--- config.mk ---
export PLATFORM = sky130hd
export DESIGN_NAME = tournament_barrier_node
export DESIGN_NICKNAME = d
export VERILOG_FILES = /design/src/rtl/tbn_pkg.sv /design/src/rtl/tournament_barrier_node.sv /design/src/rtl/tbn_front.sv /design/src/rtl/tbn_cmd_fifo.sv /design/src/rtl/tbn_back.sv
export SDC_FILE = /design/constraint.sdc
export NUM_CORES = 1
export LEC_CHECK = 0
export ABC_AREA = 1
export BUFFER_PORTS_ARGS = -buffer_cell sky130_fd_sc_hd__buf_2
export CAP_MARGIN = 20
export CORE_MARGIN = 3
export CORE_UTILIZATION = 60
export CTS_CLUSTER_SIZE = 24
export DETAILED_ROUTE_END_ITERATION = 8
export GPL_TIMING_DRIVEN = 0
export PLACE_DENSITY = 0.78
export SETUP_SLACK_MARGIN = 0.02
export SYNTH_ARGS = -nofsm -noshare
export SYNTH_HDL_FRONTEND = slang
export SYNTH_SLANG_ARGS = --single-unit
--- constraint.sdc ---
create_clock -name clk_i -period 7.5 [get_ports clk_i]
set_input_delay 1.125 -clock clk_i [delete_from_list [all_inputs] [get_ports clk_i]]
set_output_delay 1.125 -clock clk_i [all_outputs]
set_load 0.02 [all_outputs]
--- src/rtl/tbn_pkg.sv ---
// Shared types, constants and role functions for the tournament barrier node.
`default_nettype none

package tbn_pkg;

  localparam int unsigned MaxNodes      = 64;
  localparam int unsigned CapNodes      = (MaxNodes < 64) ? MaxNodes : 64;
  localparam int unsigned RoundMax      = 6;
  localparam int unsigned CmdQueueDepth = 2;

  // input command codes
  localparam logic CMD_ARRIVAL = 1'b0;
  localparam logic CMD_TOKEN   = 1'b1;

  // result action codes
  localparam logic ACT_SEND    = 1'b0;
  localparam logic ACT_RELEASE = 1'b1;

  // configuration register indexes
  localparam logic [0:0] CFG_NODE_ID    = 1'b0;
  localparam logic [0:0] CFG_NODE_COUNT = 1'b1;

  typedef enum logic [2:0] {
    ROLE_WINNER,
    ROLE_LOSER,
    ROLE_BYE,
    ROLE_CHAMPION,
    ROLE_UNUSED
  } role_e;

  typedef struct packed {
    logic [5:0] node_id;
    logic [6:0] node_count;
  } cfg_t;

  typedef struct packed {
    logic       command;
    logic [5:0] from_node;
  } in_item_t;

  typedef struct packed {
    logic       action;
    logic [5:0] dest_node;
    logic       sense_bit;
    logic       last;
  } out_item_t;

  // classified request handed from front to back
  typedef struct packed {
    logic       is_token;
    logic [2:0] rnd;
  } cmd_t;

  typedef struct packed {
    logic full;
    logic empty;
  } fifo_status_t;

  function automatic logic [6:0] eff_count(logic [6:0] cnt);
    logic [6:0] n;
    n = cnt;
    if (n == 7'd0) n = 7'd1;
    if (n > 7'(CapNodes)) n = 7'(CapNodes);
    return n;
  endfunction

  // smallest r with 2^r >= n
  function automatic logic [2:0] round_total(logic [6:0] n);
    logic [2:0] rt;
    rt = 3'd0;
    for (int r = 0; r <= 6; r++) begin
      if ((8'd1 << r) < {1'b0, n}) rt = rt + 3'd1;
    end
    return rt;
  endfunction

  function automatic role_e role_of(logic [5:0] id, logic [6:0] n, logic [2:0] k);
    logic [7:0] p;
    logic [7:0] h;
    logic [7:0] m;
    logic [7:0] sum;
    logic [7:0] nn;
    role_e      role;
    p   = 8'd1 << k;
    h   = p >> 1;
    m   = {2'b00, id} & (p - 8'd1);
    sum = {2'b00, id} + h;
    nn  = {1'b0, n};
    if (m == 8'd0 && sum < nn && p < nn)   role = ROLE_WINNER;
    else if (m == 8'd0 && sum >= nn)       role = ROLE_BYE;
    else if (m == h)                       role = ROLE_LOSER;
    else if (id == 6'd0 && p >= nn)        role = ROLE_CHAMPION;
    else                                   role = ROLE_UNUSED;
    return role;
  endfunction

endpackage

`default_nettype wire

--- src/rtl/tournament_barrier_node.sv ---
// Top level of the tournament barrier node: configuration, front end, queue and sequencer.
//
// Requests enter the front end, which takes one per cycle while the queue has room and tags
// each token with the round it belongs to; tokens that match no round are taken and dropped.
// The back-end sequencer takes one queued request at a time and dequeues it; an arrival climbs
// the rounds one by one, walks back down them and then emits the release, while a token that
// only marks a round is just recorded. Every result waits while the consumer holds off
// out_ready_i. Results leave through one output register, so the sequencer keeps working while
// a finished result waits, until it must emit another. Configuration must be written only
// while the block is idle; the block itself does not enforce this.
`default_nettype none

module tournament_barrier_node #(
  parameter int unsigned CMD_QUEUE_DEPTH = tbn_pkg::CmdQueueDepth
) (
  input  wire                      clk_i,
  input  wire                      rst_ni,
  input  wire                      cfg_we_i,
  input  wire [0:0]                cfg_index_i,
  input  wire [6:0]                cfg_wdata_i,
  input  wire                      in_valid_i,
  output logic                     in_ready_o,
  input  wire tbn_pkg::in_item_t   in_data_i,
  output logic                     out_valid_o,
  input  wire                      out_ready_i,
  output tbn_pkg::out_item_t       out_data_o
);

  tbn_pkg::cfg_t         cfg_q, cfg_d;
  logic                  push;
  tbn_pkg::cmd_t         push_cmd;
  logic                  pop;
  tbn_pkg::cmd_t         pop_cmd;
  tbn_pkg::fifo_status_t fifo_status;

  always_comb begin
    cfg_d = cfg_q;
    if (cfg_we_i) begin
      unique case (cfg_index_i)
        tbn_pkg::CFG_NODE_ID:    cfg_d.node_id    = cfg_wdata_i[5:0];
        tbn_pkg::CFG_NODE_COUNT: cfg_d.node_count = cfg_wdata_i;
        default:                 cfg_d = cfg_q;
      endcase
    end
  end

  always_ff @(posedge clk_i or negedge rst_ni) begin
    if (!rst_ni) begin
      cfg_q.node_id    <= 6'd0;
      cfg_q.node_count <= 7'd2;
    end else begin
      cfg_q <= cfg_d;
    end
  end

  tbn_front u_front (
    .cfg_i         (cfg_q),
    .in_valid_i    (in_valid_i),
    .in_ready_o    (in_ready_o),
    .in_data_i     (in_data_i),
    .push_o        (push),
    .push_cmd_o    (push_cmd),
    .fifo_status_i (fifo_status)
  );

  tbn_cmd_fifo #(
    .DEPTH (CMD_QUEUE_DEPTH)
  ) u_fifo (
    .clk_i      (clk_i),
    .rst_ni     (rst_ni),
    .push_i     (push),
    .push_cmd_i (push_cmd),
    .pop_i      (pop),
    .pop_cmd_o  (pop_cmd),
    .status_o   (fifo_status)
  );

  tbn_back u_back (
    .clk_i       (clk_i),
    .rst_ni      (rst_ni),
    .cfg_i       (cfg_q),
    .cmd_valid_i (!fifo_status.empty),
    .cmd_i       (pop_cmd),
    .cmd_pop_o   (pop),
    .out_valid_o (out_valid_o),
    .out_ready_i (out_ready_i),
    .out_data_o  (out_data_o)
  );

  a_push_not_full: assert property (@(posedge clk_i) disable iff (!rst_ni)
    push |-> !fifo_status.full)
    else $error("request pushed into full queue");

  a_pop_not_empty: assert property (@(posedge clk_i) disable iff (!rst_ni)
    pop |-> !fifo_status.empty)
    else $error("sequencer popped empty queue");

  a_release_form: assert property (@(posedge clk_i) disable iff (!rst_ni)
    (out_valid_o && out_data_o.action == tbn_pkg::ACT_RELEASE)
      |-> (out_data_o.last && out_data_o.dest_node == 6'd0))
    else $error("release result not final or has nonzero destination");

  a_queue_flags: assert property (@(posedge clk_i) disable iff (!rst_ni)
    !(fifo_status.full && fifo_status.empty))
    else $error("queue reports full and empty together");

endmodule

`default_nettype wire

--- src/rtl/tbn_front.sv ---
// Front end: accepts requests and classifies tokens by the round they belong to.
`default_nettype none

module tbn_front (
  input  wire tbn_pkg::cfg_t         cfg_i,
  input  wire                        in_valid_i,
  output logic                       in_ready_o,
  input  wire tbn_pkg::in_item_t     in_data_i,
  output logic                       push_o,
  output tbn_pkg::cmd_t              push_cmd_o,
  input  wire tbn_pkg::fifo_status_t fifo_status_i
);

  logic [6:0]    n;
  logic [2:0]    rt;
  logic [2:0]    hit;
  tbn_pkg::role_e role;
  logic [7:0]    h;
  logic [7:0]    up;
  logic [7:0]    dn;
  logic [7:0]    from;

  assign n    = tbn_pkg::eff_count(cfg_i.node_count);
  assign rt   = tbn_pkg::round_total(n);
  assign from = {2'b00, in_data_i.from_node};

  // lowest matching round wins; zero means no round matches
  always_comb begin
    hit  = 3'd0;
    role = tbn_pkg::ROLE_UNUSED;
    h    = 8'd0;
    up   = 8'd0;
    dn   = 8'd0;
    for (int k = tbn_pkg::RoundMax; k >= 1; k--) begin
      role = tbn_pkg::role_of(cfg_i.node_id, n, 3'(k));
      h    = 8'd1 << (k - 1);
      up   = {2'b00, cfg_i.node_id} + h;
      dn   = {2'b00, cfg_i.node_id} - h;
      if (3'(k) <= rt) begin
        if ((role == tbn_pkg::ROLE_WINNER || role == tbn_pkg::ROLE_CHAMPION) && up == from)
          hit = 3'(k);
        else if (role == tbn_pkg::ROLE_LOSER && dn == from)
          hit = 3'(k);
      end
    end
  end

  assign in_ready_o = !fifo_status_i.full;

  // tokens that match no round are taken and dropped
  assign push_o = in_valid_i && in_ready_o &&
                  (in_data_i.command == tbn_pkg::CMD_ARRIVAL || hit != 3'd0);

  always_comb begin
    push_cmd_o.is_token = (in_data_i.command == tbn_pkg::CMD_TOKEN);
    push_cmd_o.rnd      = hit;
  end

endmodule

`default_nettype wire

--- src/rtl/tbn_cmd_fifo.sv ---
// Short request queue between the front end and the back-end sequencer.
`default_nettype none

module tbn_cmd_fifo #(
  parameter int unsigned DEPTH = tbn_pkg::CmdQueueDepth
) (
  input  wire                   clk_i,
  input  wire                   rst_ni,
  input  wire                   push_i,
  input  wire tbn_pkg::cmd_t    push_cmd_i,
  input  wire                   pop_i,
  output tbn_pkg::cmd_t         pop_cmd_o,
  output tbn_pkg::fifo_status_t status_o
);

  localparam int unsigned IdxW = (DEPTH > 1) ? $clog2(DEPTH) : 1;
  localparam int unsigned CntW = $clog2(DEPTH + 1);

  tbn_pkg::cmd_t        mem_q [DEPTH];
  logic [IdxW-1:0]      wr_ptr_q, wr_ptr_d;
  logic [IdxW-1:0]      rd_ptr_q, rd_ptr_d;
  logic [CntW-1:0]      cnt_q, cnt_d;
  logic                 do_push;
  logic                 do_pop;

  assign status_o.full  = (cnt_q == CntW'(DEPTH));
  assign status_o.empty = (cnt_q == '0);
  assign do_push        = push_i && !status_o.full;
  assign do_pop         = pop_i && !status_o.empty;
  assign pop_cmd_o      = mem_q[rd_ptr_q];

  always_comb begin
    wr_ptr_d = wr_ptr_q;
    rd_ptr_d = rd_ptr_q;
    cnt_d    = cnt_q;
    if (do_push) begin
      wr_ptr_d = (wr_ptr_q == IdxW'(DEPTH - 1)) ? '0 : wr_ptr_q + 1'b1;
    end
    if (do_pop) begin
      rd_ptr_d = (rd_ptr_q == IdxW'(DEPTH - 1)) ? '0 : rd_ptr_q + 1'b1;
    end
    if (do_push && !do_pop) cnt_d = cnt_q + 1'b1;
    else if (do_pop && !do_push) cnt_d = cnt_q - 1'b1;
  end

  always_ff @(posedge clk_i or negedge rst_ni) begin
    if (!rst_ni) begin
      wr_ptr_q <= '0;
      rd_ptr_q <= '0;
      cnt_q    <= '0;
    end else begin
      wr_ptr_q <= wr_ptr_d;
      rd_ptr_q <= rd_ptr_d;
      cnt_q    <= cnt_d;
    end
  end

  always_ff @(posedge clk_i) begin
    if (do_push) mem_q[wr_ptr_q] <= push_cmd_i;
  end

endmodule

`default_nettype wire

--- src/rtl/tbn_back.sv ---
// Back-end sequencer: holds barrier state, climbs and descends rounds, emits results.
`default_nettype none

module tbn_back (
  input  wire                    clk_i,
  input  wire                    rst_ni,
  input  wire tbn_pkg::cfg_t     cfg_i,
  input  wire                    cmd_valid_i,
  input  wire tbn_pkg::cmd_t     cmd_i,
  output logic                   cmd_pop_o,
  output logic                   out_valid_o,
  input  wire                    out_ready_i,
  output tbn_pkg::out_item_t     out_data_o
);

  localparam logic [1:0] ST_IDLE  = 2'd0;
  localparam logic [1:0] ST_CLIMB = 2'd1;
  localparam logic [1:0] ST_DESC  = 2'd2;

  localparam logic [1:0] PH_IDLE       = 2'd0;
  localparam logic [1:0] PH_WAIT_TOKEN = 2'd1;
  localparam logic [1:0] PH_WAIT_WAKE  = 2'd2;

  logic [1:0]          st_q, st_d;
  logic [2:0]          rnd_q, rnd_d;
  logic [1:0]          phase_q, phase_d;
  logic [2:0]          cur_q, cur_d;
  logic [5:0]          pend_q, pend_d;
  logic                sense_q, sense_d;
  logic                out_valid_q, out_valid_d;
  tbn_pkg::out_item_t  out_q, out_d;

  logic [6:0]          n;
  logic [2:0]          rt;
  tbn_pkg::role_e      role;
  logic [7:0]          h;
  logic [7:0]          sum_up;
  logic [5:0]          dest_up;
  logic [5:0]          dest_dn;
  logic [5:0]          rmask;
  logic [5:0]          kmask;
  logic                pend_hit;
  logic                can_emit;
  logic                emit;
  logic                emit_action;
  logic [5:0]          emit_dest;
  logic                emit_last;

  assign n        = tbn_pkg::eff_count(cfg_i.node_count);
  assign rt       = tbn_pkg::round_total(n);
  assign role     = tbn_pkg::role_of(cfg_i.node_id, n, rnd_q);
  assign h        = 8'd1 << (rnd_q - 3'd1);
  assign sum_up   = {2'b00, cfg_i.node_id} + h;
  assign dest_up  = sum_up[5:0];
  assign dest_dn  = cfg_i.node_id - h[5:0];
  assign can_emit = !out_valid_q || out_ready_i;

  always_comb begin
    for (int i = 0; i < 6; i++) begin
      rmask[i] = (rnd_q == 3'(i + 1));
      kmask[i] = (cmd_i.rnd == 3'(i + 1));
    end
  end

  assign pend_hit = |(pend_q & rmask);

  always_comb begin
    st_d        = st_q;
    rnd_d       = rnd_q;
    phase_d     = phase_q;
    cur_d       = cur_q;
    pend_d      = pend_q;
    sense_d     = sense_q;
    cmd_pop_o   = 1'b0;
    emit        = 1'b0;
    emit_action = tbn_pkg::ACT_SEND;
    emit_dest   = 6'd0;
    emit_last   = 1'b0;

    unique case (st_q)
      ST_IDLE: begin
        if (cmd_valid_i) begin
          cmd_pop_o = 1'b1;
          if (cmd_i.is_token == 1'b0) begin
            // arrival while busy is dropped
            if (phase_q == PH_IDLE) begin
              sense_d = ~sense_q;
              rnd_d   = 3'd1;
              st_d    = ST_CLIMB;
            end
          end else if (phase_q == PH_WAIT_WAKE && cur_q == cmd_i.rnd) begin
            pend_d = pend_q & ~kmask;
            rnd_d  = cmd_i.rnd - 3'd1;
            st_d   = ST_DESC;
          end else begin
            pend_d = pend_q | kmask;
            if (phase_q == PH_WAIT_TOKEN && cur_q == cmd_i.rnd) begin
              rnd_d = cmd_i.rnd;
              st_d  = ST_CLIMB;
            end
          end
        end
      end

      ST_CLIMB: begin
        if (rnd_q > rt) begin
          // climbed past the top without a final role
          rnd_d = rnd_q - 3'd1;
          st_d  = ST_DESC;
        end else begin
          case (role)
            tbn_pkg::ROLE_WINNER: begin
              if (pend_hit) begin
                pend_d = pend_q & ~rmask;
                rnd_d  = rnd_q + 3'd1;
              end else begin
                phase_d = PH_WAIT_TOKEN;
                cur_d   = rnd_q;
                st_d    = ST_IDLE;
              end
            end
            tbn_pkg::ROLE_CHAMPION: begin
              if (pend_hit) begin
                if (can_emit) begin
                  emit      = 1'b1;
                  emit_dest = dest_up;
                  pend_d    = pend_q & ~rmask;
                  rnd_d     = rnd_q - 3'd1;
                  st_d      = ST_DESC;
                end
              end else begin
                phase_d = PH_WAIT_TOKEN;
                cur_d   = rnd_q;
                st_d    = ST_IDLE;
              end
            end
            tbn_pkg::ROLE_LOSER: begin
              if (can_emit) begin
                emit      = 1'b1;
                emit_dest = dest_dn;
                if (pend_hit) begin
                  pend_d = pend_q & ~rmask;
                  rnd_d  = rnd_q - 3'd1;
                  st_d   = ST_DESC;
                end else begin
                  emit_last = 1'b1;
                  phase_d   = PH_WAIT_WAKE;
                  cur_d     = rnd_q;
                  st_d      = ST_IDLE;
                end
              end
            end
            default: begin
              rnd_d = rnd_q + 3'd1;
            end
          endcase
        end
      end

      ST_DESC: begin
        if (rnd_q == 3'd0) begin
          if (can_emit) begin
            emit        = 1'b1;
            emit_action = tbn_pkg::ACT_RELEASE;
            emit_last   = 1'b1;
            phase_d     = PH_IDLE;
            cur_d       = 3'd0;
            st_d        = ST_IDLE;
          end
        end else if (role == tbn_pkg::ROLE_WINNER) begin
          if (can_emit) begin
            emit      = 1'b1;
            emit_dest = dest_up;
            rnd_d     = rnd_q - 3'd1;
          end
        end else begin
          rnd_d = rnd_q - 3'd1;
        end
      end

      default: begin
        st_d = ST_IDLE;
      end
    endcase
  end

  always_comb begin
    out_valid_d = out_valid_q && !out_ready_i;
    out_d       = out_q;
    if (emit) begin
      out_valid_d     = 1'b1;
      out_d.action    = emit_action;
      out_d.dest_node = emit_dest;
      out_d.sense_bit = sense_q;
      out_d.last      = emit_last;
    end
  end

  always_ff @(posedge clk_i or negedge rst_ni) begin
    if (!rst_ni) begin
      st_q        <= ST_IDLE;
      rnd_q       <= 3'd0;
      phase_q     <= PH_IDLE;
      cur_q       <= 3'd0;
      pend_q      <= 6'd0;
      sense_q     <= 1'b0;
      out_valid_q <= 1'b0;
    end else begin
      st_q        <= st_d;
      rnd_q       <= rnd_d;
      phase_q     <= phase_d;
      cur_q       <= cur_d;
      pend_q      <= pend_d;
      sense_q     <= sense_d;
      out_valid_q <= out_valid_d;
    end
  end

  always_ff @(posedge clk_i) begin
    out_q <= out_d;
  end

  assign out_valid_o = out_valid_q;
  assign out_data_o  = out_q;

endmodule

`default_nettype wire

==> results of run 1 <==
metal layers:
layer | up-vias | part of all wire (%) | track usage, %
li1 | 3459 | - | -
met1 | 3062 | 48 | 44.06
met2 | 212 | 43 | 43.97
met3 | 21 | 7.0 | 3.118
met4 | 0 | 1.2 | 4.671
met5 | - | 0 | 0
cell usage after synthesis, types with 6 or more instances:
cell,count
sky130_fd_sc_hd__nand2_1,232
sky130_fd_sc_hd__o21ai_1,9
sky130_fd_sc_hd__xnor2_1,11
sky130_fd_sc_hd__nor3_1,12
sky130_fd_sc_hd__clkbuf_1,6
sky130_fd_sc_hd__nor4_1,7
sky130_fd_sc_hd__a21oi_1,56
sky130_fd_sc_hd__nand3_1,75
sky130_fd_sc_hd__dfrtp_1,34
sky130_fd_sc_hd__a31oi_1,8
sky130_fd_sc_hd__edfxtp_1,17
sky130_fd_sc_hd__o21ai_0,52
sky130_fd_sc_hd__ha_1,104
sky130_fd_sc_hd__o211ai_1,8
sky130_fd_sc_hd__nand3_2,10
sky130_fd_sc_hd__inv_2,15
sky130_fd_sc_hd__inv_1,148
sky130_fd_sc_hd__xor2_1,32
sky130_fd_sc_hd__nand4_1,22
sky130_fd_sc_hd__nand2_4,6
sky130_fd_sc_hd__nand2_2,19
sky130_fd_sc_hd__nor2_1,76
worst register-to-register path, delay by kind of cell, from the launching register on:
kind                     cells  cell delay, ns
flip-flops                   1            0.56
adder cells (fa/ha/maj)      5            1.38
AND/OR/NAND/NOR             19            1.83
AO/OA/AOI/OAI                2            0.89
buffers and inverters        9            1.05
cell families (layout without fill, tap and decap cells):
logic type,after synthesis,in the layout,synth area share [%]
fa+ha+maj,107,107,19.30
flops,52,52,19.67
simple gates,487,487,32.69
xor+xnor,45,45,5.801
buf+inv,179,215,9.916
compound gates,158,158,12.61
worst paths after layout:
| kind | to | slack, ns |
|---|---|---|
| max | u_back.out_data_o[5]$_DFFE_PP_ | 1.44 |
| min | u_fifo.wr_ptr_q$_DFFE_PN0P_ | 0.48 |
| max reg2reg | u_back.out_data_o[5]$_DFFE_PP_ | 1.44 |
| min reg2reg | u_fifo.wr_ptr_q$_DFFE_PN0P_ | 0.48 |
| max in group asynchronous | cfg_q[12]$_DFFE_PN0P_ | 6.09 |
| min in group asynchronous | u_back.st_q[1]$_DFFE_PN0P_ | 0.90 |
cell type report:
type                       count  share of cell area, %
buffer                        14                  1.065
clock buffer                   5                  1.664
clock inverter                 3                 0.3162
inverter                     165                  8.239
multi-input combinational    797                  66.06
sequential                    52                  18.46
tap                          140                  2.330
timing repair buffer          28                  1.864
stage by stage:
stage / hold WS [ns] / util (%)
2_1_floorplan: 0.4412 / -
3_3_place_gp: 0.4590 / 65.95
3_5_place_dp: 0.4603 / 65.95
4_1_cts: 0.4777 / 67.28
5_1_grt: 0.4924 / 67.28
6_report: 0.4777 / 67.28
report_power, final:
| part | total (W) | switching [W] | internal [W] |
|---|---|---|---|
| logic | 0.00181 | 0.00118 | 0.000623 |
| registers | 0.000457 | 0.0000886 | 0.000368 |
| clock network | 0.000242 | 0.000116 | 0.000127 |
| total | 0.00250 | 0.00139 | 0.00112 |
==> metrics.txt, run 1 <==
# TYPE chip_impl_metric gauge
chip_impl_metric{name="insertion_delay",unit="ns"} 0.30
chip_impl_metric{name="period_minus_slack",unit="ns"} 6.056
chip_impl_metric{name="nets",unit=""} 1190
chip_impl_metric{name="postCtsResizedCells",unit=""} 0
chip_impl_metric{name="slew-limit-headroom",unit="%"} 37.24
chip_impl_metric{name="synth_edf_count",unit=""} 17
chip_impl_metric{name="setup_clock_skew_after_layout",unit="ns"} 0.009360
chip_impl_metric{name="ys.warnings.count",unit=""} 0
chip_impl_metric{name="path_clk_slew",unit="ns"} 0.08
chip_impl_metric{name="gp_congestion",unit=""} 0.9859
chip_impl_metric{name="holdBufCountCts",unit=""} 0
chip_impl_metric{name="highest_clock_frequency_the_design_can_meet",unit="MHz"} 165.1
chip_impl_metric{name="timing.final.hold_violations",unit=""} 0
chip_impl_info{name="post_synth_main_area_contributors",value="sky130_fd_sc_hd__ha_1, sky130_fd_sc_hd__nand2_1, sky130_fd_sc_hd__dfrtp_1"} 1
chip_impl_metric{name="num-fill-cells",unit=""} 1035
chip_impl_metric{name="grt_overflow_total",unit=""} 0
chip_impl_metric{name="post-synth-top-area-fraction",unit="%"} 18.45
chip_impl_info{name="commonest_non_fill_non_tap_cell_in_the_layout",value="sky130_fd_sc_hd__nand2_1"} 1
chip_impl_metric{name="cts_num_sinks",unit=""} 52
chip_impl_info{name="most-common-layout-cells",value="sky130_fd_sc_hd__nand2_1, sky130_fd_sc_hd__inv_1, sky130_fd_sc_hd__ha_1"} 1
chip_impl_metric{name="remaining_drc_errors",unit=""} 0
chip_impl_metric{name="power.total",unit="W"} 0.002505
chip_impl_metric{name="drt.antenna.violating_nets",unit=""} 0
chip_impl_metric{name="wl_per_cell",unit="µm"} 15.26
chip_impl_metric{name="critPathMaxFanout",unit=""} 9
chip_impl_metric{name="fp.dieArea",unit="mm²"} 0.01309
chip_impl_metric{name="synth_area",unit="mm²"} 0.007053
chip_impl_metric{name="core.rowCount",unit=""} 38
chip_impl_info{name="worst_path_slowest_cell",value="sky130_fd_sc_hd__dfstp_2"} 1
chip_impl_info{name="start_kind",value="register"} 1
chip_impl_metric{name="grt_first_pass_wirelength",unit="µm"} 30370
chip_impl_metric{name="cp_num_cells",unit=""} 35
chip_impl_metric{name="maximum_number_of_pins_on_one_net_before_global_route_repair",unit=""} 36
chip_impl_metric{name="final_critical_path_setup_slack",unit="ns"} 1.444
chip_impl_metric{name="cellPowerDensity",unit="mW/mm²"} 333.2
chip_impl_metric{name="hold_path_depth",unit=""} 2
chip_impl_metric{name="io_pins",unit=""} 31
chip_impl_info{name="ctsRootBufferMaster",value="sky130_fd_sc_hd__clkbuf_16"} 1
chip_impl_metric{name="finalSetupViolCount",unit=""} 0
chip_impl_metric{name="dp_cell_count",unit=""} 1196
chip_impl_metric{name="antenna_cells",unit=""} 0
chip_impl_info{name="worstHoldPathType",value="register to register"} 1
chip_impl_info{name="tritoncts_clock_tree",value="done"} 1
chip_impl_info{name="critPathTopFamily",value="simple AND/OR/NAND/NOR gates"} 1
chip_impl_info{name="timing.hold.worst.start",value="u_fifo.wr_ptr_q$_DFFE_PN0P_"} 1
chip_impl_metric{name="tritoncts.num_buffers",unit=""} 5
chip_impl_metric{name="grt_pass1_vias",unit=""} 6165
chip_impl_metric{name="max_cap_violations",unit=""} 0
chip_impl_metric{name="groute.usage.overall",unit="%"} 28.67
chip_impl_metric{name="horizontal_die_dimension",unit="µm"} 114.4
chip_impl_metric{name="num_vias",unit=""} 6754
chip_impl_metric{name="clock_path_buffers",unit=""} 2
chip_impl_metric{name="drive_above_1_share",unit="%"} 11.28
chip_impl_metric{name="synth_cell_types",unit=""} 56
chip_impl_metric{name="path_buf_inv",unit=""} 9
chip_impl_metric{name="layout-area-overhead-vs-synth",unit="%"} 6.582
chip_impl_metric{name="timing.critical_path.required",unit="ns"} 7.46
chip_impl_metric{name="route.detailed.vias_per_inst",unit=""} 5.610
chip_impl_metric{name="synthesis.nets",unit=""} 1155
chip_impl_metric{name="die_span_y",unit="µm"} 114.4
chip_impl_metric{name="irDropWorstVdd",unit="µV"} 237.1
chip_impl_metric{name="ys_seq_area_share",unit="%"} 19.67
chip_impl_metric{name="wl",unit="µm"} 18380
chip_impl_metric{name="timing.setup.tns",unit="ns"} 0
chip_impl_metric{name="register_area",unit="mm²"} 0.001388
chip_impl_metric{name="final_min_period_over_clock_period",unit="%"} 80.74
chip_impl_metric{name="worst_r2r_path_depth",unit=""} 35
chip_impl_info{name="startpoint",value="cfg_q[1]$_DFFE_PN1P_"} 1
chip_impl_metric{name="arrival",unit="ns"} 6.02
chip_impl_metric{name="critPathMaxStageDelay",unit="ns"} 0.56
chip_impl_info{name="post-synth-top-area-cell",value="sky130_fd_sc_hd__ha_1"} 1
chip_impl_metric{name="hpwl",unit="µm"} 14650
chip_impl_info{name="rsz0062_at_grt",value="no"} 1
chip_impl_info{name="outcome",value="finished clean"} 1
chip_impl_metric{name="firstDrtPassIters",unit=""} 6
chip_impl_metric{name="static-leakage-power",unit="nW"} 3.968
chip_impl_info{name="critical_path.reg2reg.startpoint",value="cfg_q[1]$_DFFE_PN1P_"} 1
chip_impl_metric{name="core_area",unit="mm²"} 0.01117
chip_impl_metric{name="setup_slack_at_placement",unit="ns"} 1.532
chip_impl_metric{name="post_syn_instances",unit=""} 1028
chip_impl_metric{name="postSynth.asyncResetShare",unit="%"} 67.31
chip_impl_metric{name="antenna_found_initial",unit=""} 0
chip_impl_metric{name="finalInstanceArea",unit="mm²"} 0.007517
chip_impl_metric{name="final-max-slew-violation-count",unit=""} 0
chip_impl_metric{name="place.port_buffers",unit=""} 28
chip_impl_metric{name="initial_core_util",unit="%"} 63.12
chip_impl_metric{name="multiInputGateArea",unit="mm²"} 0.004966
chip_impl_metric{name="instance_area_after_placement",unit="mm²"} 0.007368
chip_impl_metric{name="number_of_standard_cells_in_the_final_layout_excluding_fillers",unit=""} 1204
chip_impl_metric{name="mean_cell_area_of_the_mapped_netlist",unit="µm²"} 6.861
chip_impl_info{name="crit_top_cell",value="sky130_fd_sc_hd__inv_1"} 1
chip_impl_metric{name="drt-initial-drc-count",unit=""} 648
chip_impl_metric{name="tightestPinTransition",unit="ns"} 0.9327
chip_impl_info{name="critPathCaptureType",value="register"} 1
chip_impl_metric{name="ys_ff_latch",unit=""} 52
chip_impl_info{name="worst-setup-path-type",value="register to register"} 1
chip_impl_info{name="synth-main-ff-cell",value="sky130_fd_sc_hd__dfrtp_1"} 1
chip_impl_metric{name="cts_setup_buffers",unit=""} 0
chip_impl_metric{name="h_tree_depth",unit=""} 2
No activity file was read; power rests on OpenSTA's default activity.
==> run 2: changes to the inputs <==
==> constraint.sdc (replaced) <==
create_clock -name clk_i -period 5.9 [get_ports clk_i]
set_input_delay 0.885 -clock clk_i [delete_from_list [all_inputs] [get_ports clk_i]]
set_output_delay 0.885 -clock clk_i [all_outputs]
set_load 0.02 [all_outputs]
==> run 2 against run 1 <==
  * Routed wire length up 0.36%
  * Sequential share of layout area down 0.13 points
  * Cell count up 0.33%
  * Core utilization up 0.53 points
  * First-iteration DRC count up 8.5%
  * Maximum frequency up 11%
  * Largest cell class unchanged
  * Non-clock buffer count up 3
  * Flip-flop and latch count unchanged
  * Global-route usage unchanged
  * Via count up 1.6%
==> metrics.txt, run 2 (synthesis results as in run 1) <==
# TYPE chip_impl_metric gauge
chip_impl_info{name="outcome",value="finished clean"} 1
chip_impl_metric{name="grt_pass1_vias",unit=""} 6165
chip_impl_metric{name="remaining_drc_errors",unit=""} 0
chip_impl_metric{name="io_pins",unit=""} 31
chip_impl_metric{name="die_span_y",unit="µm"} 114.4
chip_impl_metric{name="nets",unit=""} 1194
chip_impl_metric{name="power.total",unit="W"} 0.003210
chip_impl_metric{name="setup_clock_skew_after_layout",unit="ns"} 0.007631
chip_impl_metric{name="highest_clock_frequency_the_design_can_meet",unit="MHz"} 184.0
chip_impl_metric{name="register_area",unit="mm²"} 0.001389
chip_impl_metric{name="max_cap_violations",unit=""} 0
chip_impl_metric{name="place.port_buffers",unit=""} 28
chip_impl_metric{name="timing.final.hold_violations",unit=""} 0
chip_impl_info{name="worstHoldPathType",value="register to register"} 1
chip_impl_metric{name="groute.usage.overall",unit="%"} 28.67
chip_impl_info{name="ctsRootBufferMaster",value="sky130_fd_sc_hd__clkbuf_16"} 1
chip_impl_metric{name="grt_overflow_total",unit=""} 0
chip_impl_metric{name="wl_per_cell",unit="µm"} 15.27
chip_impl_metric{name="drt.antenna.violating_nets",unit=""} 0
chip_impl_metric{name="critPathMaxStageDelay",unit="ns"} 0.47
chip_impl_metric{name="timing.critical_path.required",unit="ns"} 5.91
chip_impl_metric{name="core.rowCount",unit=""} 38
chip_impl_metric{name="route.detailed.vias_per_inst",unit=""} 5.683
chip_impl_info{name="critPathCaptureType",value="register"} 1
chip_impl_metric{name="drt-initial-drc-count",unit=""} 703
chip_impl_info{name="commonest_non_fill_non_tap_cell_in_the_layout",value="sky130_fd_sc_hd__nand2_1"} 1
chip_impl_metric{name="firstDrtPassIters",unit=""} 5
chip_impl_metric{name="static-leakage-power",unit="nW"} 3.964
chip_impl_metric{name="cellPowerDensity",unit="mW/mm²"} 423.8
chip_impl_metric{name="insertion_delay",unit="ns"} 0.30
chip_impl_metric{name="num-fill-cells",unit=""} 1038
chip_impl_metric{name="final-max-slew-violation-count",unit=""} 0
chip_impl_metric{name="horizontal_die_dimension",unit="µm"} 114.4
chip_impl_metric{name="layout-area-overhead-vs-synth",unit="%"} 7.415
chip_impl_metric{name="postLayoutCoreUtil",unit="%"} 67.81
chip_impl_metric{name="wl",unit="µm"} 18440
chip_impl_metric{name="core_area",unit="mm²"} 0.01117
chip_impl_metric{name="fp.dieArea",unit="mm²"} 0.01309
chip_impl_metric{name="multiInputGateArea",unit="mm²"} 0.004984
chip_impl_metric{name="irDropWorstVdd",unit="µV"} 301.5
chip_impl_metric{name="fin_hold_ws",unit="ns"} 0.4780
chip_impl_metric{name="antenna_found_initial",unit=""} 0
chip_impl_metric{name="tritoncts.num_buffers",unit=""} 5
chip_impl_metric{name="num_vias",unit=""} 6865
chip_impl_metric{name="gp_congestion",unit=""} 0.9859
chip_impl_metric{name="finalSetupViolCount",unit=""} 0
chip_impl_metric{name="final_min_period_over_clock_period",unit="%"} 92.12
chip_impl_metric{name="drive_above_1_share",unit="%"} 12.27
chip_impl_metric{name="tightestPinTransition",unit="ns"} 0.9404
chip_impl_metric{name="setup_slack_at_placement",unit="ns"} -0.06816
chip_impl_metric{name="timing.setup.tns",unit="ns"} 0
chip_impl_metric{name="initial_core_util",unit="%"} 63.12
chip_impl_metric{name="period_minus_slack",unit="ns"} 5.435
chip_impl_metric{name="slew-limit-headroom",unit="%"} 36.73
chip_impl_metric{name="antenna_cells",unit=""} 0
chip_impl_metric{name="holdBufCountCts",unit=""} 0
chip_impl_info{name="start_kind",value="register"} 1
chip_impl_metric{name="hpwl",unit="µm"} 14650
chip_impl_metric{name="grt_first_pass_wirelength",unit="µm"} 30370
chip_impl_info{name="rsz0062_at_grt",value="no"} 1
chip_impl_metric{name="path_clk_slew",unit="ns"} 0.07
chip_impl_info{name="worst-setup-path-type",value="register to register"} 1
chip_impl_info{name="tritoncts_clock_tree",value="done"} 1
chip_impl_metric{name="final_critical_path_setup_slack",unit="ns"} 0.4652
chip_impl_metric{name="cts_num_sinks",unit=""} 52
chip_impl_metric{name="clock_path_buffers",unit=""} 2
chip_impl_metric{name="critPathMaxFanout",unit=""} 6
chip_impl_metric{name="regToRegSetupSlack",unit="ns"} 0.47
chip_impl_info{name="most-common-layout-cells",value="sky130_fd_sc_hd__nand2_1, sky130_fd_sc_hd__inv_1, sky130_fd_sc_hd__ha_1"} 1
chip_impl_metric{name="arrival",unit="ns"} 5.44
chip_impl_metric{name="h_tree_depth",unit=""} 2
chip_impl_metric{name="maximum_number_of_pins_on_one_net_before_global_route_repair",unit=""} 36
chip_impl_info{name="worst_path_slowest_cell",value="sky130_fd_sc_hd__dfrtp_2"} 1
==> run 2: cell types whose count changed in the layout (fill, tap and decap cells not counted), sizes merged <==
cell	change
buf	+3
clkinvlp	+3
inv	-2
==> run 2: area by class of cell <==
| type | count | share of cell area, % |
|---|---|---|
| timing repair buffer | 31 | 2.147 |
| tap | 140 | 2.312 |
| inverter | 165 | 8.307 |
| buffer | 14 | 1.057 |
| clock inverter | 3 | 0.3138 |
| multi-input combinational | 797 | 65.78 |
| sequential | 52 | 18.33 |
| timing repair inverter | 1 | 0.09909 |
| clock buffer | 5 | 1.652 |
==> run 2: critical path: cells and delay by family, from the launching register on <==
family	cells	cell delay (ns)
fa+ha+maj	5	1.35
simple gates	17	1.91
buf+inv	9	0.74
compound gates	4	0.61
flops	1	0.47
==> run 2: where the power goes <==
group	switching [W]	total, W	internal (W)
sequential	0.000113	0.000582	0.000469
combinational	0.00152	0.00232	0.000803
clock	0.000144	0.000305	0.000161
==> run 2: layer usage <==
layer | vias up | global-route usage, % | wire [µm] | part of all wire (%)
met5 | - | 0 | 0 | 0
met4 | 0 | 4.671 | 207 | 1.1
met3 | 22 | 3.118 | 1325 | 7.2
met2 | 251 | 43.97 | 8034 | 44
met1 | 3120 | 44.06 | 8877 | 48
li1 | 3472 | - | - | -
==> run 2: final timing paths <==
kind,start,depth (start not counted),end
max in group asynchronous,rst_ni,1,cfg_q[6]$_DFFE_PN0P_
min,u_fifo.wr_ptr_q$_DFFE_PN0P_,2,u_fifo.wr_ptr_q$_DFFE_PN0P_
max reg2reg,cfg_q[6]$_DFFE_PN0P_,35,u_back.out_data_o[8]$_SDFFCE_PN0P_
min in group asynchronous,rst_ni,1,u_back.st_q[1]$_DFFE_PN0P_
max,cfg_q[6]$_DFFE_PN0P_,35,u_back.out_data_o[8]$_SDFFCE_PN0P_
min reg2reg,u_fifo.wr_ptr_q$_DFFE_PN0P_,2,u_fifo.wr_ptr_q$_DFFE_PN0P_
==> run 2: through the flow <==
step	instances	area, µm²
2_1_floorplan	1028	7053
3_5_place_dp	1196	7368
3_3_place_gp	1196	7368
6_report	1208	7576
5_1_grt	1208	7576
4_1_cts	1204	7517
==> run 2: timing repair <==
action | CTS | global route
setup endpoints to repair | 9 | 29
pin swaps | 0 | 1
resized for setup | 1 | 11
cloned | 0 | 1
setup buffers | 0 | 3
==> run 3: changes to the inputs <==
--- a/config.mk
+++ b/config.mk
@@ -5,7 +5,6 @@
 export SDC_FILE = /design/constraint.sdc
 export NUM_CORES = 1
 export LEC_CHECK = 0
-export ABC_AREA = 1
 export BUFFER_PORTS_ARGS = -buffer_cell sky130_fd_sc_hd__buf_2
 export CAP_MARGIN = 20
 export CORE_MARGIN = 3
==> run 3 against run 2 <==
  * Core utilization up 0.49 points
  * Cell count down 17%
  * Die area shrank 2.4%
  * Worst setup slack got worse by 0.23 ns
==> metrics.txt, run 3 <==
# TYPE chip_impl_metric gauge
chip_impl_info{name="rsz0062_at_grt",value="yes"} 1
chip_impl_metric{name="clock_path_buffers",unit=""} 2
chip_impl_info{name="critPathCaptureType",value="register"} 1
chip_impl_metric{name="antenna_cells",unit=""} 0
chip_impl_metric{name="core_area",unit="mm²"} 0.01103
chip_impl_metric{name="finalInstanceArea",unit="mm²"} 0.007533
chip_impl_info{name="yosys-top-cells-count",value="sky130_fd_sc_hd__ha_1, sky130_fd_sc_hd__nand2_1, sky130_fd_sc_hd__inv_1, sky130_fd_sc_hd__a21oi_1, sky130_fd_sc_hd__nor2_1"} 1
chip_impl_info{name="timing.hold.worst.start",value="u_back.sense_q$_DFFE_PN0P_"} 1
chip_impl_metric{name="h_tree_depth",unit=""} 2
chip_impl_info{name="critical_path.reg2reg.startpoint",value="cfg_q[6]$_DFFE_PN0P_"} 1
chip_impl_metric{name="irDropWorstVdd",unit="µV"} 310.0
chip_impl_metric{name="drt-initial-drc-count",unit=""} 637
chip_impl_metric{name="post_syn_instances",unit=""} 817
chip_impl_metric{name="groute.usage.overall",unit="%"} 29.93
chip_impl_metric{name="num_vias",unit=""} 6564
chip_impl_metric{name="tritoncts.num_buffers",unit=""} 5
chip_impl_metric{name="cts_num_sinks",unit=""} 52
chip_impl_metric{name="core.rowCount",unit=""} 38
chip_impl_info{name="post_synth_main_area_contributors",value="sky130_fd_sc_hd__ha_1, sky130_fd_sc_hd__dfrtp_1, sky130_fd_sc_hd__edfxtp_1"} 1
chip_impl_metric{name="critPathMaxFanout",unit=""} 9
chip_impl_metric{name="antenna_found_initial",unit=""} 0
chip_impl_metric{name="grt_first_pass_wirelength",unit="µm"} 31250
chip_impl_metric{name="insertion_delay",unit="ns"} 0.31
chip_impl_metric{name="setup_clock_skew_after_layout",unit="ns"} 0.01383
chip_impl_metric{name="horizontal_die_dimension",unit="µm"} 113.0
chip_impl_metric{name="arrival",unit="ns"} 5.87
chip_impl_metric{name="hpwl",unit="µm"} 14760
chip_impl_info{name="commonest_non_fill_non_tap_cell_in_the_layout",value="sky130_fd_sc_hd__ha_1"} 1
chip_impl_metric{name="drive_above_1_share",unit="%"} 12.72
chip_impl_metric{name="initial_core_util",unit="%"} 62.30
chip_impl_metric{name="route.detailed.vias_per_inst",unit=""} 6.531
chip_impl_metric{name="postLayoutCoreUtil",unit="%"} 68.30
chip_impl_metric{name="drt.antenna.violating_nets",unit=""} 0
chip_impl_metric{name="ys.warnings.count",unit=""} 0
chip_impl_metric{name="timing.critical_path.required",unit="ns"} 6.10
chip_impl_metric{name="io_pins",unit=""} 31
chip_impl_metric{name="period_minus_slack",unit="ns"} 5.669
chip_impl_metric{name="synthesis.nets",unit=""} 944
chip_impl_metric{name="ys_seq_area_share",unit="%"} 20.19
chip_impl_metric{name="grt_pass1_vias",unit=""} 6318
chip_impl_metric{name="post-synth-top-area-fraction",unit="%"} 18.94
chip_impl_metric{name="maximum_number_of_pins_on_one_net_before_global_route_repair",unit=""} 36
chip_impl_info{name="post-synth-top-area-cell",value="sky130_fd_sc_hd__ha_1"} 1
chip_impl_metric{name="grt_overflow_total",unit=""} 0
chip_impl_info{name="tritoncts_clock_tree",value="done"} 1
chip_impl_info{name="start_kind",value="register"} 1
chip_impl_metric{name="wl",unit="µm"} 19360
chip_impl_metric{name="path_clk_slew",unit="ns"} 0.08
chip_impl_metric{name="place.port_buffers",unit=""} 29
chip_impl_metric{name="cellPowerDensity",unit="mW/mm²"} 451.3
chip_impl_metric{name="timing.final.hold_violations",unit=""} 0
chip_impl_metric{name="mean_cell_area_of_the_mapped_netlist",unit="µm²"} 8.411
chip_impl_metric{name="instance_area_after_placement",unit="mm²"} 0.007192
chip_impl_metric{name="synth_edf_count",unit=""} 17
chip_impl_metric{name="synth_area",unit="mm²"} 0.006872
chip_impl_metric{name="static-leakage-power",unit="nW"} 3.285
chip_impl_metric{name="tightestPinTransition",unit="ns"} 0.8499
chip_impl_info{name="post-synth-top-count-cell",value="sky130_fd_sc_hd__ha_1"} 1
chip_impl_info{name="synth-main-ff-cell",value="sky130_fd_sc_hd__dfrtp_1"} 1
chip_impl_metric{name="finalSetupViolCount",unit=""} 0
chip_impl_metric{name="final-max-slew-violation-count",unit=""} 0
chip_impl_metric{name="synth_cell_types",unit=""} 78
chip_impl_metric{name="remaining_drc_errors",unit=""} 0
chip_impl_metric{name="num-fill-cells",unit=""} 913
chip_impl_metric{name="wl_per_cell",unit="µm"} 19.27
chip_impl_info{name="worst-setup-path-type",value="register to register"} 1
chip_impl_info{name="startpoint",value="cfg_q[6]$_DFFE_PN0P_"} 1
chip_impl_metric{name="nets",unit=""} 991
chip_impl_metric{name="fp.dieArea",unit="mm²"} 0.01277
chip_impl_metric{name="firstDrtPassIters",unit=""} 6
chip_impl_metric{name="gp_congestion",unit=""} 0.9777
chip_impl_metric{name="timing.setup.tns",unit="ns"} 0
chip_impl_metric{name="power.total",unit="W"} 0.003400
chip_impl_metric{name="highest_clock_frequency_the_design_can_meet",unit="MHz"} 176.4
chip_impl_metric{name="max_cap_violations",unit=""} 0
chip_impl_metric{name="final_min_period_over_clock_period",unit="%"} 96.08
chip_impl_metric{name="postSynth.asyncResetShare",unit="%"} 67.31
chip_impl_metric{name="layout-area-overhead-vs-synth",unit="%"} 9.632
chip_impl_metric{name="die_span_y",unit="µm"} 113.0
chip_impl_metric{name="ys_ff_latch",unit=""} 52
chip_impl_info{name="outcome",value="finished clean"} 1
chip_impl_info{name="worstHoldPathType",value="register to register"} 1
chip_impl_info{name="ctsRootBufferMaster",value="sky130_fd_sc_hd__clkbuf_16"} 1
chip_impl_info{name="most-common-layout-cells",value="sky130_fd_sc_hd__ha_1, sky130_fd_sc_hd__nand2_1, sky130_fd_sc_hd__inv_1"} 1
chip_impl_metric{name="slew-limit-headroom",unit="%"} 42.87
==> run 3: path summary, 6_finish.rpt <==
path | endpoint | slack (ns) | cells past startpoint
worst max-delay path | u_back.rnd_q[2]$_DFFE_PN0P_ | 0.23 | 25
worst min-delay path | u_back.sense_q$_DFFE_PN0P_ | 0.51 | 1
worst max register to register | u_back.rnd_q[2]$_DFFE_PN0P_ | 0.23 | 25
worst min register to register | u_back.sense_q$_DFFE_PN0P_ | 0.51 | 1
max in group asynchronous | cfg_q[6]$_DFFE_PN0P_ | 4.67 | 1
min in group asynchronous | u_back.cur_q[0]$_DFFE_PN0P_ | 0.66 | 1
==> run 3: cell families (layout without fill, tap and decap cells) <==
| kind of cell | count (synthesis) | in the layout | share of synthesized area [%] |
|---|---|---|---|
| flops | 52 | 52 | 20.19 |
| compound gates | 209 | 209 | 21.41 |
| buf+inv | 84 | 132 | 4.862 |
| simple gates | 274 | 274 | 20.83 |
| mux | 28 | 28 | 4.388 |
| fa+ha+maj | 107 | 107 | 19.81 |
| xor+xnor | 63 | 63 | 8.503 |
==> run 3: stage by stage <==
stage | setup WS (ns) | hold slack, ns | std cells
after CTS | 0.02174 | 0.5082 | 997
after detailed placement | -0.9274 | 0.4938 | 986
after global placement | -0.7912 | 0.4746 | 986
final | 0.2315 | 0.5059 | 1005
after global routing | 0.01024 | 0.5237 | 1005
after floorplan | 0.3422 | 0.4372 | 817
==> run 3: worst max-delay path, cell delays in order (launching register included) <==
cell                       delay, ns
sky130_fd_sc_hd__dfrtp_2        0.44
sky130_fd_sc_hd__buf_4          0.16
sky130_fd_sc_hd__nand2b_1       0.43
sky130_fd_sc_hd__o211ai_1       0.53
sky130_fd_sc_hd__xor2_2         0.21
sky130_fd_sc_hd__ha_1           0.27
sky130_fd_sc_hd__nand2_1        0.07
sky130_fd_sc_hd__o21ai_0        0.08
sky130_fd_sc_hd__ha_1           0.28
sky130_fd_sc_hd__nand2_1        0.06
sky130_fd_sc_hd__o21ai_2        0.13
sky130_fd_sc_hd__ha_1           0.18
sky130_fd_sc_hd__o21ai_0        0.11
sky130_fd_sc_hd__a21o_1         0.17
sky130_fd_sc_hd__a31oi_1        0.19
sky130_fd_sc_hd__xor2_1         0.31
sky130_fd_sc_hd__inv_2          0.10
sky130_fd_sc_hd__ha_1           0.33
sky130_fd_sc_hd__o21ai_0        0.11
sky130_fd_sc_hd__a32oi_2        0.13
sky130_fd_sc_hd__buf_4          0.17
sky130_fd_sc_hd__nand2_1        0.10
sky130_fd_sc_hd__or3b_2         0.45
sky130_fd_sc_hd__a21oi_1        0.18
sky130_fd_sc_hd__o221ai_1       0.16
sky130_fd_sc_hd__a22o_1         0.22
==> run 3: metal layers <==
layer	vias to the layer above	global-route usage, %	part of all wire (%)
met1	3108	43.29	44
met2	317	46.45	44
met3	51	5.348	9.2
met4	0	7.532	2.3
met5	-	0	0
li1	3088	-	-
==> run 3: what timing repair did <==
action	4_1_cts	5_1_grt
hold buffers	0	0
gates resized for setup	12	15
setup buffers	4	8
hold endpoints to repair	0	0
setup endpoints to repair	43	38
pin swaps	2	7
cloned	0	0
==> run 3: power breakdown <==
part | switching, W | internal (W)
registers | 0.000107 | 0.000481
logic | 0.00149 | 0.00101
clock network | 0.000150 | 0.000162
total | 0.00174 | 0.00166
==> run 3: layout make-up <==
cell class	instances	area, µm²	share of cell area [%]
clock inverter	3	26.28	0.3488
clock buffer	5	125.1	1.661
tap	140	175.2	2.325
timing repair buffer	41	235.2	3.122
inverter	55	210.2	2.790
sequential	52	1390	18.45
multi-input combinational	681	5243	69.59
buffer	28	128.9	1.711
